### config.mk
export PLATFORM = sky130hd
export DESIGN_NAME = bracket_fold_scanner_top
export DESIGN_NICKNAME = d
export VERILOG_FILES = /design/src/bfs_pkg.sv /design/src/bfs_pair_match.sv /design/src/bracket_fold_scanner_top.sv
export SDC_FILE = /design/constraint.sdc
export NUM_CORES = 2
export LEC_CHECK = 0
export ABC_AREA = 1
export BUFFER_PORTS_ARGS = -buffer_cell sky130_fd_sc_hd__buf_2
export CORE_ASPECT_RATIO = 1.4
export CORE_MARGIN = 3
export CORE_UTILIZATION = 46
export CTS_BUF_LIST = sky130_fd_sc_hd__clkbuf_8
export CTS_CLUSTER_DIAMETER = 150
export DETAILED_ROUTE_END_ITERATION = 7
export PLACE_DENSITY = 0.58
export SLEW_MARGIN = 20
export SYNTH_ARGS = -nofsm -noshare
export SYNTH_HDL_FRONTEND = slang
export SYNTH_SLANG_ARGS = --single-unit
export TNS_END_PERCENT = 1
### constraint.sdc
create_clock -name clk -period 11.95 [get_ports clk]
set_clock_uncertainty 0.05 [all_clocks]
set_input_delay 2.39 -clock clk [delete_from_list [all_inputs] [get_ports clk]]
set_output_delay 2.39 -clock clk [all_outputs]
set_load 0.1 [all_outputs]
### src/bfs_pkg.sv
// Shared types and constants for the bracket fold scanner.
`default_nettype none

package bfs_pkg;

    localparam int NUM_PAIRS = 4;
    localparam int MAX_PAIRS = 4;
    localparam int PAIR_CAP  = 31;
    localparam int PAIR_LIMIT_A = (MAX_PAIRS < PAIR_CAP) ? MAX_PAIRS : PAIR_CAP;
    localparam int PAIR_LIMIT = (PAIR_LIMIT_A < NUM_PAIRS) ? PAIR_LIMIT_A : NUM_PAIRS;

    localparam int CFG_INDEX_W = 3;
    localparam logic [CFG_INDEX_W-1:0] CFG_PAIR_0     = 3'd0;
    localparam logic [CFG_INDEX_W-1:0] CFG_PAIR_1     = 3'd1;
    localparam logic [CFG_INDEX_W-1:0] CFG_PAIR_2     = 3'd2;
    localparam logic [CFG_INDEX_W-1:0] CFG_PAIR_3     = 3'd3;
    localparam logic [CFG_INDEX_W-1:0] CFG_PAIR_COUNT = 3'd4;

    localparam logic [15:0] PAIR_0_RESET     = 16'h2829;
    localparam logic [15:0] PAIR_1_RESET     = 16'h5B5D;
    localparam logic [15:0] PAIR_2_RESET     = 16'h7B7D;
    localparam logic [15:0] PAIR_3_RESET     = 16'h0000;
    localparam logic [2:0]  PAIR_COUNT_RESET = 3'd3;

    localparam logic REQ_TEXT  = 1'b0;
    localparam logic REQ_CLEAR = 1'b1;

    typedef logic [NUM_PAIRS-1:0][15:0] pair_array_t;

    typedef struct packed {
        logic       req_type;
        logic [7:0] char_byte;
        logic       suppressed;
        logic [15:0] line_number;
    } req_data_t;

    typedef struct packed {
        logic        fold_valid;
        logic [15:0] start_line;
        logic [15:0] end_line;
        logic        push_dropped;
        logic [6:0]  stack_depth;
    } rsp_data_t;

    typedef struct packed {
        logic       opener;
        logic       closer;
        logic [7:0] close_chr;
    } pair_class_t;

endpackage

`default_nettype wire

### src/bfs_pair_match.sv
// Bracket pair lookup: classify a byte as opener or closer of the first enabled pair that holds it.
`default_nettype none

module bfs_pair_match
    import bfs_pkg::*;
(
    input  wire pair_array_t pairs,
    input  wire logic [2:0]  pair_count,
    input  wire logic [7:0]  char_byte,
    output pair_class_t      pair_class
);

    logic [2:0] count_eff;
    logic       found;
    logic [7:0] open_b;
    logic [7:0] close_b;

    always_comb
    begin
        count_eff = (pair_count > 3'(PAIR_LIMIT)) ? 3'(PAIR_LIMIT) : pair_count;
        found     = 1'b0;
        open_b    = 8'h00;
        close_b   = 8'h00;
        for (int i = 0; i < NUM_PAIRS; i++)
        begin
            if (!found && (3'(i) < count_eff) &&
                ((pairs[i][15:8] == char_byte) || (pairs[i][7:0] == char_byte)))
            begin
                found   = 1'b1;
                open_b  = pairs[i][15:8];
                close_b = pairs[i][7:0];
            end
        end
        pair_class.opener    = found && (open_b != close_b) && (char_byte == open_b);
        pair_class.closer    = found && (open_b != close_b) && (char_byte != open_b);
        pair_class.close_chr = close_b;
    end

endmodule

`default_nettype wire

### src/bracket_fold_scanner_top.sv
// Top level of the bracket fold scanner: request register, bracket stack, result register.
//
// Usage:
//   Requests enter on req_valid / req_stall / req_data, one text byte (or a clear
//   command) per request. Results leave on rsp_valid / rsp_stall / rsp_data, exactly
//   one result per request, in order.
//   A request waits in the request register; its result goes to the result register,
//   which drives rsp_data. Throughput: one request per cycle while no result is stalled;
//   the top of the stack lives in a register and the entry below it is prefetched from
//   the stack memory, so a push or pop never holds up the next request.
//   A stalled result holds rsp_data; req_stall is high while the request register
//   is full behind a stalled result, so at most one request waits behind it.
//   Reset empties the stack, restores the bracket pairs to (), [] and {} with three
//   pairs enabled, and leaves both channels empty. No clearing pass is needed.
//   Configuration goes through cfg_wr_en / cfg_index / cfg_data; the user must write it
//   only while no request is in flight, as the block itself does not enforce this.
`default_nettype none

module bracket_fold_scanner_top
    import bfs_pkg::*;
#(
    parameter int STACK_DEPTH = 64,
    parameter int LINE_BITS   = 16
)
(
    input  wire logic                   clk,
    input  wire logic                   rst_n,
    input  wire logic                   req_valid,
    output logic                        req_stall,
    input  wire req_data_t              req_data,
    output logic                        rsp_valid,
    input  wire logic                   rsp_stall,
    output rsp_data_t                   rsp_data,
    input  wire logic                   cfg_wr_en,
    input  wire logic [CFG_INDEX_W-1:0] cfg_index,
    input  wire logic [15:0]            cfg_data
);

    localparam int DEPTH_W = $clog2(STACK_DEPTH + 1);
    localparam int ADDR_W  = $clog2(STACK_DEPTH);

    typedef struct packed {
        logic [7:0]           close_chr;
        logic [LINE_BITS-1:0] line;
    } entry_t;

    pair_array_t pairs_reg;
    logic [2:0]  pair_count_reg;

    logic      req_vld_reg, req_vld_next;
    req_data_t req_data_reg;
    logic      rsp_vld_reg, rsp_vld_next;
    rsp_data_t rsp_data_reg, rsp_data_next;

    logic [DEPTH_W-1:0] depth_reg, depth_next;
    entry_t             top_reg, top_next;
    entry_t             below_reg;
    entry_t             mem [STACK_DEPTH-1];

    logic               advance;
    pair_class_t        pair_class;
    logic [LINE_BITS-1:0] line_in;
    logic [DEPTH_W-1:0] depth_m1;
    logic [DEPTH_W-1:0] depth_m2;
    logic [ADDR_W-1:0]  wr_addr;
    logic [ADDR_W-1:0]  rd_addr;
    logic               mem_wr;
    logic               rd_en;

    bfs_pair_match u_pair_match (
        .pairs      (pairs_reg),
        .pair_count (pair_count_reg),
        .char_byte  (req_data_reg.char_byte),
        .pair_class (pair_class)
    );

    assign advance   = req_vld_reg && (!rsp_vld_reg || !rsp_stall);
    assign req_stall = req_vld_reg && !advance;
    assign rsp_valid = rsp_vld_reg;
    assign rsp_data  = rsp_data_reg;

    always_comb
    begin
        line_in  = LINE_BITS'(req_data_reg.line_number);
        depth_m1 = depth_reg - DEPTH_W'(1);
        wr_addr  = depth_m1[ADDR_W-1:0];

        depth_next    = depth_reg;
        top_next      = top_reg;
        mem_wr        = 1'b0;
        rsp_data_next = '0;

        if (advance)
        begin
            if (req_data_reg.req_type == REQ_CLEAR)
            begin
                depth_next = '0;
            end
            else if (!req_data_reg.suppressed)
            begin
                if (pair_class.opener)
                begin
                    if (depth_reg < DEPTH_W'(STACK_DEPTH))
                    begin
                        mem_wr             = (depth_reg != '0);
                        top_next.close_chr = pair_class.close_chr;
                        top_next.line      = line_in;
                        depth_next         = depth_reg + DEPTH_W'(1);
                    end
                    else
                    begin
                        rsp_data_next.push_dropped = 1'b1;
                    end
                end
                else if (pair_class.closer && (depth_reg != '0) &&
                         (top_reg.close_chr == req_data_reg.char_byte))
                begin
                    top_next   = below_reg;
                    depth_next = depth_m1;
                    if (line_in > top_reg.line)
                    begin
                        rsp_data_next.fold_valid = 1'b1;
                        rsp_data_next.start_line = 16'(top_reg.line);
                        rsp_data_next.end_line   = 16'(line_in);
                    end
                end
            end
        end
        rsp_data_next.stack_depth = 7'(depth_next);

        depth_m2 = depth_next - DEPTH_W'(2);
        rd_addr  = depth_m2[ADDR_W-1:0];
        rd_en    = (depth_next >= DEPTH_W'(2));
    end

    always_comb
    begin
        if (!req_stall)
        begin
            req_vld_next = req_valid;
        end
        else
        begin
            req_vld_next = req_vld_reg;
        end

        if (advance)
        begin
            rsp_vld_next = 1'b1;
        end
        else if (!rsp_stall)
        begin
            rsp_vld_next = 1'b0;
        end
        else
        begin
            rsp_vld_next = rsp_vld_reg;
        end
    end

    always_ff @(posedge clk or negedge rst_n)
    begin
        if (!rst_n)
        begin
            req_vld_reg    <= 1'b0;
            rsp_vld_reg    <= 1'b0;
            depth_reg      <= '0;
            pairs_reg[0]   <= PAIR_0_RESET;
            pairs_reg[1]   <= PAIR_1_RESET;
            pairs_reg[2]   <= PAIR_2_RESET;
            pairs_reg[3]   <= PAIR_3_RESET;
            pair_count_reg <= PAIR_COUNT_RESET;
        end
        else
        begin
            req_vld_reg <= req_vld_next;
            rsp_vld_reg <= rsp_vld_next;
            depth_reg   <= depth_next;
            if (cfg_wr_en)
            begin
                case (cfg_index)
                    CFG_PAIR_0:     pairs_reg[0]   <= cfg_data;
                    CFG_PAIR_1:     pairs_reg[1]   <= cfg_data;
                    CFG_PAIR_2:     pairs_reg[2]   <= cfg_data;
                    CFG_PAIR_3:     pairs_reg[3]   <= cfg_data;
                    CFG_PAIR_COUNT: pair_count_reg <= cfg_data[2:0];
                    default:        ;
                endcase
            end
        end
    end

    always_ff @(posedge clk)
    begin
        if (req_valid && !req_stall)
        begin
            req_data_reg <= req_data;
        end
        if (advance)
        begin
            rsp_data_reg <= rsp_data_next;
        end
        top_reg <= top_next;
    end

    // Stack memory below the top entry; prefetch the entry under the next top.
    always_ff @(posedge clk)
    begin
        if (mem_wr)
        begin
            mem[wr_addr] <= top_reg;
        end
        if (rd_en)
        begin
            if (mem_wr && (wr_addr == rd_addr))
            begin
                below_reg <= top_reg;
            end
            else
            begin
                below_reg <= mem[rd_addr];
            end
        end
    end

    a_depth_bound: assert property (@(posedge clk) disable iff (!rst_n)
        depth_reg <= DEPTH_W'(STACK_DEPTH))
        else $error("stack depth beyond capacity");

    a_depth_report: assert property (@(posedge clk) disable iff (!rst_n)
        rsp_vld_reg |-> (rsp_data_reg.stack_depth == 7'(depth_reg)))
        else $error("reported depth differs from stack");

    a_drop_full: assert property (@(posedge clk) disable iff (!rst_n)
        (rsp_vld_reg && rsp_data_reg.push_dropped) |-> (depth_reg == DEPTH_W'(STACK_DEPTH)))
        else $error("push dropped while stack not full");

    a_fold_order: assert property (@(posedge clk) disable iff (!rst_n)
        (rsp_vld_reg && rsp_data_reg.fold_valid) |->
            (rsp_data_reg.end_line > rsp_data_reg.start_line))
        else $error("fold closer not after opener");

    a_stall_cause: assert property (@(posedge clk) disable iff (!rst_n)
        req_stall |-> (rsp_vld_reg && rsp_stall))
        else $error("request stalled without a stalled result");

endmodule

`default_nettype wire
# Word level (Yosys, flattened, before mapping)
# Memory sizes are Yosys's and may differ from the RTL's. A register that Yosys moved wholly into a read port is not among the register bits.
# Index checks and enable logic that the tools add are counted.
totals:
  memories: 1
  ff_bits: 167
  ram_bits: 1512
  word_cells: 126
mem_list:
  columns: ["memory", "words", "word_bits", "read_ports", "rd_ports_with_merged_regs", "write_ports", "line_no", "text"]
  rows:
  - ["mem", 63, 24, 1, 1, 1, "bracket_fold_scanner_top.sv:58", "entry_t mem [STACK_DEPTH-1];"]
op_classes:
  eq_ne: 18
  bitwise_logic: 5
  n_reduce_logical: 39
  addsub: 3
  order_cmp: 8
  mux: 33
op_table:
  columns: ["op", "count"]
  rows:
  - ["$eq 8x8->1", 10]
  - ["$mux 24", 3]
  - ["$mux 8", 8]
  - ["$mux 7", 6]
  - ["$mux 33", 1]
  - ["$gt 16x16->1", 1]
  - ["$ne 8x8->1", 2]
  - ["$logic_and 1x1->1", 15]
  - ["$mux 1", 14]
  - ["$reduce_and 2->1", 5]
  - ["$add 7x1->7 const B", 1]
  - ["$ge 7x2->1 const B", 1]
  - ["$logic_not 1->1", 7]
  - ["$lt 7x7->1 const B", 1]
  - ["$reduce_bool 7->1", 1]
  - ["$sub 7x1->7 const B", 1]
  - ["$eq 3x2->1 const B", 2]
  - ["$lt 1x3->1 const A", 2]
  - ["$lt 2x3->1 const A", 2]
  - ["$sub 6x2->6 const B", 1]
  - ["$logic_or 1x1->1", 5]
  - ["$not 1->1", 5]
  - ["$reduce_and 5->1", 1]
  - ["$reduce_or 5->1", 1]
  - ["9 further kinds", 10]

# Depth between registers and ports, before layout
logic_depth:
  word_depth: 28
  ltp_mapped: 46
  ltp_nobuf: 39

# Cells and area by module
# Synthesis repeated with hierarchy kept, for this count alone.
hier_totals:
  hier_cells: 7328
  area_unflattened_um2: 75631.3
modules_own_cells:
  columns: ["mod", "cells_each", "seq_area_each_um2", "area_per_inst_um2", "instances"]
  rows:
  - ["bracket_fold_scanner_top", 6695, 50795.0, 72709.7, 1]
  - ["bfs_pair_match", 633, 0.0, 2921.6, 1]

# Least setup slack after synthesis
# OpenSTA, ideal clock, no wires.
synth_path:
  path_type: "input-to-reg"
  from: "in rsp_stall"
  to: "reg, netlist name below_reg[11]"
  setup_time_ps: 256
  t_arrival_ps: 7609
  slack_ps: 4035
  path_buffers: 5
  cell_stages: 26
  path_cell_list: "nand2_1 inv_1 nor2_1 inv_1 nor2_1 inv_1 a21oi_1 nand2_1 nand2_2 clkinv_2 buf_2 buf_2 ha_1 clkbuf_1 inv_1 clkbuf_1 clkbuf_1 nand3_1 nand2_1 nand2_1 nand2_1 nand3_1 nand3_1 nand2_1 nand2_1 nand2_1"
synth_via:
  elab_chain_len: 5
  word_cells_on_any_way: 6
  classes_between: "1 x add/sub; 1 x order compare; 1 x mux; 3 x reduce/logical"
synth_lines:
  columns: ["element", "line_no", "text"]
  rows:
  - ["start: declaration", "bracket_fold_scanner_top.sv:32", "input wire logic rsp_stall,"]
  - ["$logic_not 1->1 *", null, null]
  - ["$logic_or 1x1->1 *", "bracket_fold_scanner_top.sv:77", "assign advance = req_vld_reg && (!rsp_vld_reg || !rsp_stall);"]
  - ["$logic_and 1x1->1 *", "bracket_fold_scanner_top.sv:77", null]
  - ["net advance", "bracket_fold_scanner_top.sv:60", "logic advance;"]
  - ["$mux 7 *", "bracket_fold_scanner_top.sv:93", "if (advance)"]
  - ["$sub 6x2->6 or $ge 7x2->1 (tied branches)", "bracket_fold_scanner_top.sv:131, bracket_fold_scanner_top.sv:133", null]
# Mark *: on every way through the listed nets, which the timed path passes. The rest lies on a longest branch.
# A chain may end at the register's enable or synchronous reset.

# Worst setup path in the final report
layout_path:
  from: "reg req_data_reg[20] in the netlist's numbering"
  to: "reg, netlist name below_reg[23]"
layout_via:
  elab_chain_len: 27
  word_cells_on_any_way: 50
  classes_between: "1 x add/sub; 1 x order compare; 12 x eq/ne; 17 x mux; 19 x reduce/logical"
layout_lines:
  columns: ["element", "line_no", "text"]
  rows:
  - ["start: declaration", "bracket_fold_scanner_top.sv:51", "req_data_t req_data_reg;"]
  - ["start signal: assignment", "bracket_fold_scanner_top.sv:197", "req_data_reg <= req_data;"]
  - ["$eq 8x8->1", "bfs_pair_match.sv:27", "((pairs[i][15:8] == char_byte) || (pairs[i][7:0] == char_byte)))"]
  - ["$logic_or 1x1->1", "bfs_pair_match.sv:27", null]
  - ["$logic_and 1x1->1", "bfs_pair_match.sv:26", "if (!found && (3'(i) < count_eff) &&"]
  - ["$mux 1", "bfs_pair_match.sv:26", null]
  - ["$logic_not 1->1", "bfs_pair_match.sv:26", null]
  - ["$logic_and 1x1->1 (2 in series)", "bfs_pair_match.sv:26", null]
  - ["$mux 1", "bfs_pair_match.sv:26", null]
  - ["$logic_not 1->1", "bfs_pair_match.sv:26", null]
  - ["[... 9 more ...]", null, null]
  - ["$logic_and 1x1->1", "bfs_pair_match.sv:35", "pair_class.closer = found && (open_b != close_b) && (char_byte != open_b);"]
  - ["$logic_and 1x1->1 (2 in series)", "bracket_fold_scanner_top.sv:115", "else if (pair_class.closer && (depth_reg != '0) &&"]
  - ["$mux 7", "bracket_fold_scanner_top.sv:115", null]
  - ["$mux 7 *", "bracket_fold_scanner_top.sv:101", "if (pair_class.opener)"]
  - ["$mux 7 *", "bracket_fold_scanner_top.sv:99", "else if (!req_data_reg.suppressed)"]
  - ["$mux 7 *", "bracket_fold_scanner_top.sv:95", "if (req_data_reg.req_type == REQ_CLEAR)"]
  - ["$mux 7 *", "bracket_fold_scanner_top.sv:93", null]
  - ["$sub 6x2->6 or $ge 7x2->1 (tied branches)", "bracket_fold_scanner_top.sv:131, bracket_fold_scanner_top.sv:133", null]
# Every way passes the cells marked *; elsewhere a longest branch is shown, timed or not.

==> results.yml <==
run_status:
  status: "finished, final reports clean"
final_layout:
  final_nets: 7597
  largest_register_ffs: 1512
  syn_to_final_growth_pct: 10.1
  layout_common_cells: "nand2_1, edfxtp_1, nand3_1, inv_1, clkbuf_8"
  fin_util_pct: 51.2
  final_common_cell: "nand2_1"
  fillers: 14700
  drive_above_1_share_pct: 9.49
sta:
  period_minus_slack_ns: 8.58
  fmax_mhz: 117
  rsz0062_at_grt: "false"
  timing.final.crit_share_pct: 71.8
  hold_viol: 0
  relSlewSlack_pct: 27.1
  finalSetupViolations: 0
  drv_slew: 0
  fin_setup_tns_ns: 0
  tightest_slew_ns: 1.09
logic_synthesis:
  ys_warn_count: 0
  synth.largest_area_cell: "edfxtp_1"
  ys_types: 42
  seq_area_frac_synth_pct: 67.1
  synth_nets: 7494
  synth-seq-cells: 1703
  synth_edf_count: 1627
  ys.flop_type: "edfxtp_1"
  synthTopCellsByArea: "edfxtp_1, nand2_1, nand3_1"
  yosysTopAreaCellShare_pct: 64.5
  async_reset_ff_share_pct: 4.46
  avgSynthCellArea_um2: 10.2
  syn-cell-area_um2: 75700
  synth_cells: 7424
worst_setup_path:
  timing.critical_path.mode_cell: "nand2_1"
  crit_type: "flop to flop"
  end_kind: "flop"
  crit_arrival_ns: 9.26
  crit_buf_inv: 6
  critPathTopFamily: "simple AND/OR/NAND/NOR gates"
  critPathSlowestCell: "edfxtp_1"
  max_stage_delay_ns: 0.64
  cp_max_fo: 69
  crit_path_start_kind: "flop"
  required_ns: 12.63
min_path:
  hold_path_class: "flop to flop"
global_routing:
  first_global_vias: 51600
  grt_antenna_before_repair: 11
  grt_max_degree: 172
  grt_use_total_pct: 27.9
  grt_first_pass_wirelength_mm: 349
  overflow: 0
placement:
  gp_congestion: 0.948
  portBuffers: 92
  dp_hpwl_mm: 134
flow_run:
  drv_cap: 0
detailed_routing:
  ant_nets: 0
  drt-pass1-iter-count: 6
  drc_errors: 0
  drt_iter0_drc: 6304
  wirelength_mm: 239
  post_drt_wl_per_cell_um: 24.2
  vias_per_cell: 5.53
  vias: 54500
cts:
  clock_latency_ns: 1.01
  cts_root_buf: "clkbuf_8"
  ctsLongestPathBuffers: 4
  cts_resized: 0
  cts_num_sinks: 1703
  htree_levels: 5
  post_cts_buffers: 0
  numCtsBuffers: 285
  postCtsHoldBufs: 0
  clkTransAtPathRegs_ns: 0.06
  cts_tree: "yes"
floorplan:
  rows: 175
  die-area_um2: 170000
  die_h_um: 486
  start_util_pct: 46.5
  die_w_um: 349
  core_um2: 163000
  io_pins: 93
power_and_ir_drop:
  power.leakage_nw: 34.3
  power.density_nw_per_um2: 171
  worst_ir_drop_vdd_v: 0.000133
[worst min-delay path, cell delays in order (launching register included)]
cell and delay, ns:
dfrtp_1 0.33, nand2_1 0.08, nand2_1 0.06
[Yosys cell counts (11+ instances only)]
cell / instances
nor2_1: 212
o21ai_0: 150
nand4_1: 78
clkbuf_1: 143
nand2_2: 11
nand3_1: 1341
xor2_1: 16
edfxtp_1: 1627
nand3b_1: 79
nand2_1: 2486
buf_1: 55
xnor2_1: 21
ha_1: 20
dfrtp_1: 47
a21oi_1: 38
dfstp_2: 29
buf_4: 33
buf_2: 180
inv_1: 786
inv_2: 15
buf_6: 12
[where the power goes]
group          internal [W]  switching [W]
logic              0.000611        0.00211
clock network       0.00246        0.00231
registers           0.00663       0.000166
total               0.00970        0.00459
[routing by layer]
| metal | part of all wire (%) | GRT usage (%) |
|---|---|---|
| met5 | 0.011 | 0 |
| met4 | 5.8 | 15.1 |
| met3 | 8.2 | 5.11 |
| met2 | 46 | 43.6 |
| met1 | 40 | 37.1 |
[kinds of logic after synthesis]
family                   after synthesis  share of synthesized area [%]
buffers and inverters               1226                           6.68
AND/OR/NAND/NOR                     4235                           24.1
XOR/XNOR                              37                          0.428
adder cells (fa/ha/maj)               20                          0.331
flip-flops                          1703                           67.1
AO/OA/AOI/OAI                        203                           1.40
[through the flow]
stage | cell area (um^2) | power (W) | std cells | setup WS (ns) | hold slack [ns]
after floorplan | 75700 | 0.00837 | 7424 | 4.03 | 0.384
after global routing | 83300 | 0.0148 | 9841 | 2.74 | 0.487
after CTS | 83300 | 0.0143 | 9838 | 3.43 | 0.454
after detailed placement | 78300 | 0.00959 | 9364 | 3.50 | 0.441
final | 83400 | 0.0143 | 9845 | 3.37 | 0.450
after global placement | 78300 | 0.00960 | 9364 | 3.52 | 0.438
[final cells by class]
cell class	instances	area, um^2	share of cell area (%)
Antenna cell	7	17.5	0.0210
Clock buffer	308	4240	5.09
Clock inverter	166	801	0.961
Inverter	802	3040	3.64
Multi-Input combinational cell	4495	20100	24.1
Sequential cell	1703	50800	60.9
Tap cell	2124	2660	3.19
Timing Repair Buffer	240	1710	2.05
[path summary, 6_finish.rpt]
check	start	to	slack, ns	cells past startpoint
max reg2reg	req_data_reg[20]	below_reg[23]	3.37	36
min	rsp_valid	rsp_valid	0.45	2
min reg2reg	rsp_valid	rsp_valid	0.45	2
min in group asynchronous	rst_n	pairs_reg[47]	1.24	1
max in group asynchronous	rst_n	depth_reg[4]	9.54	2
max	req_data_reg[20]	below_reg[23]	3.37	36
Power figures use the tool's default switching activity.
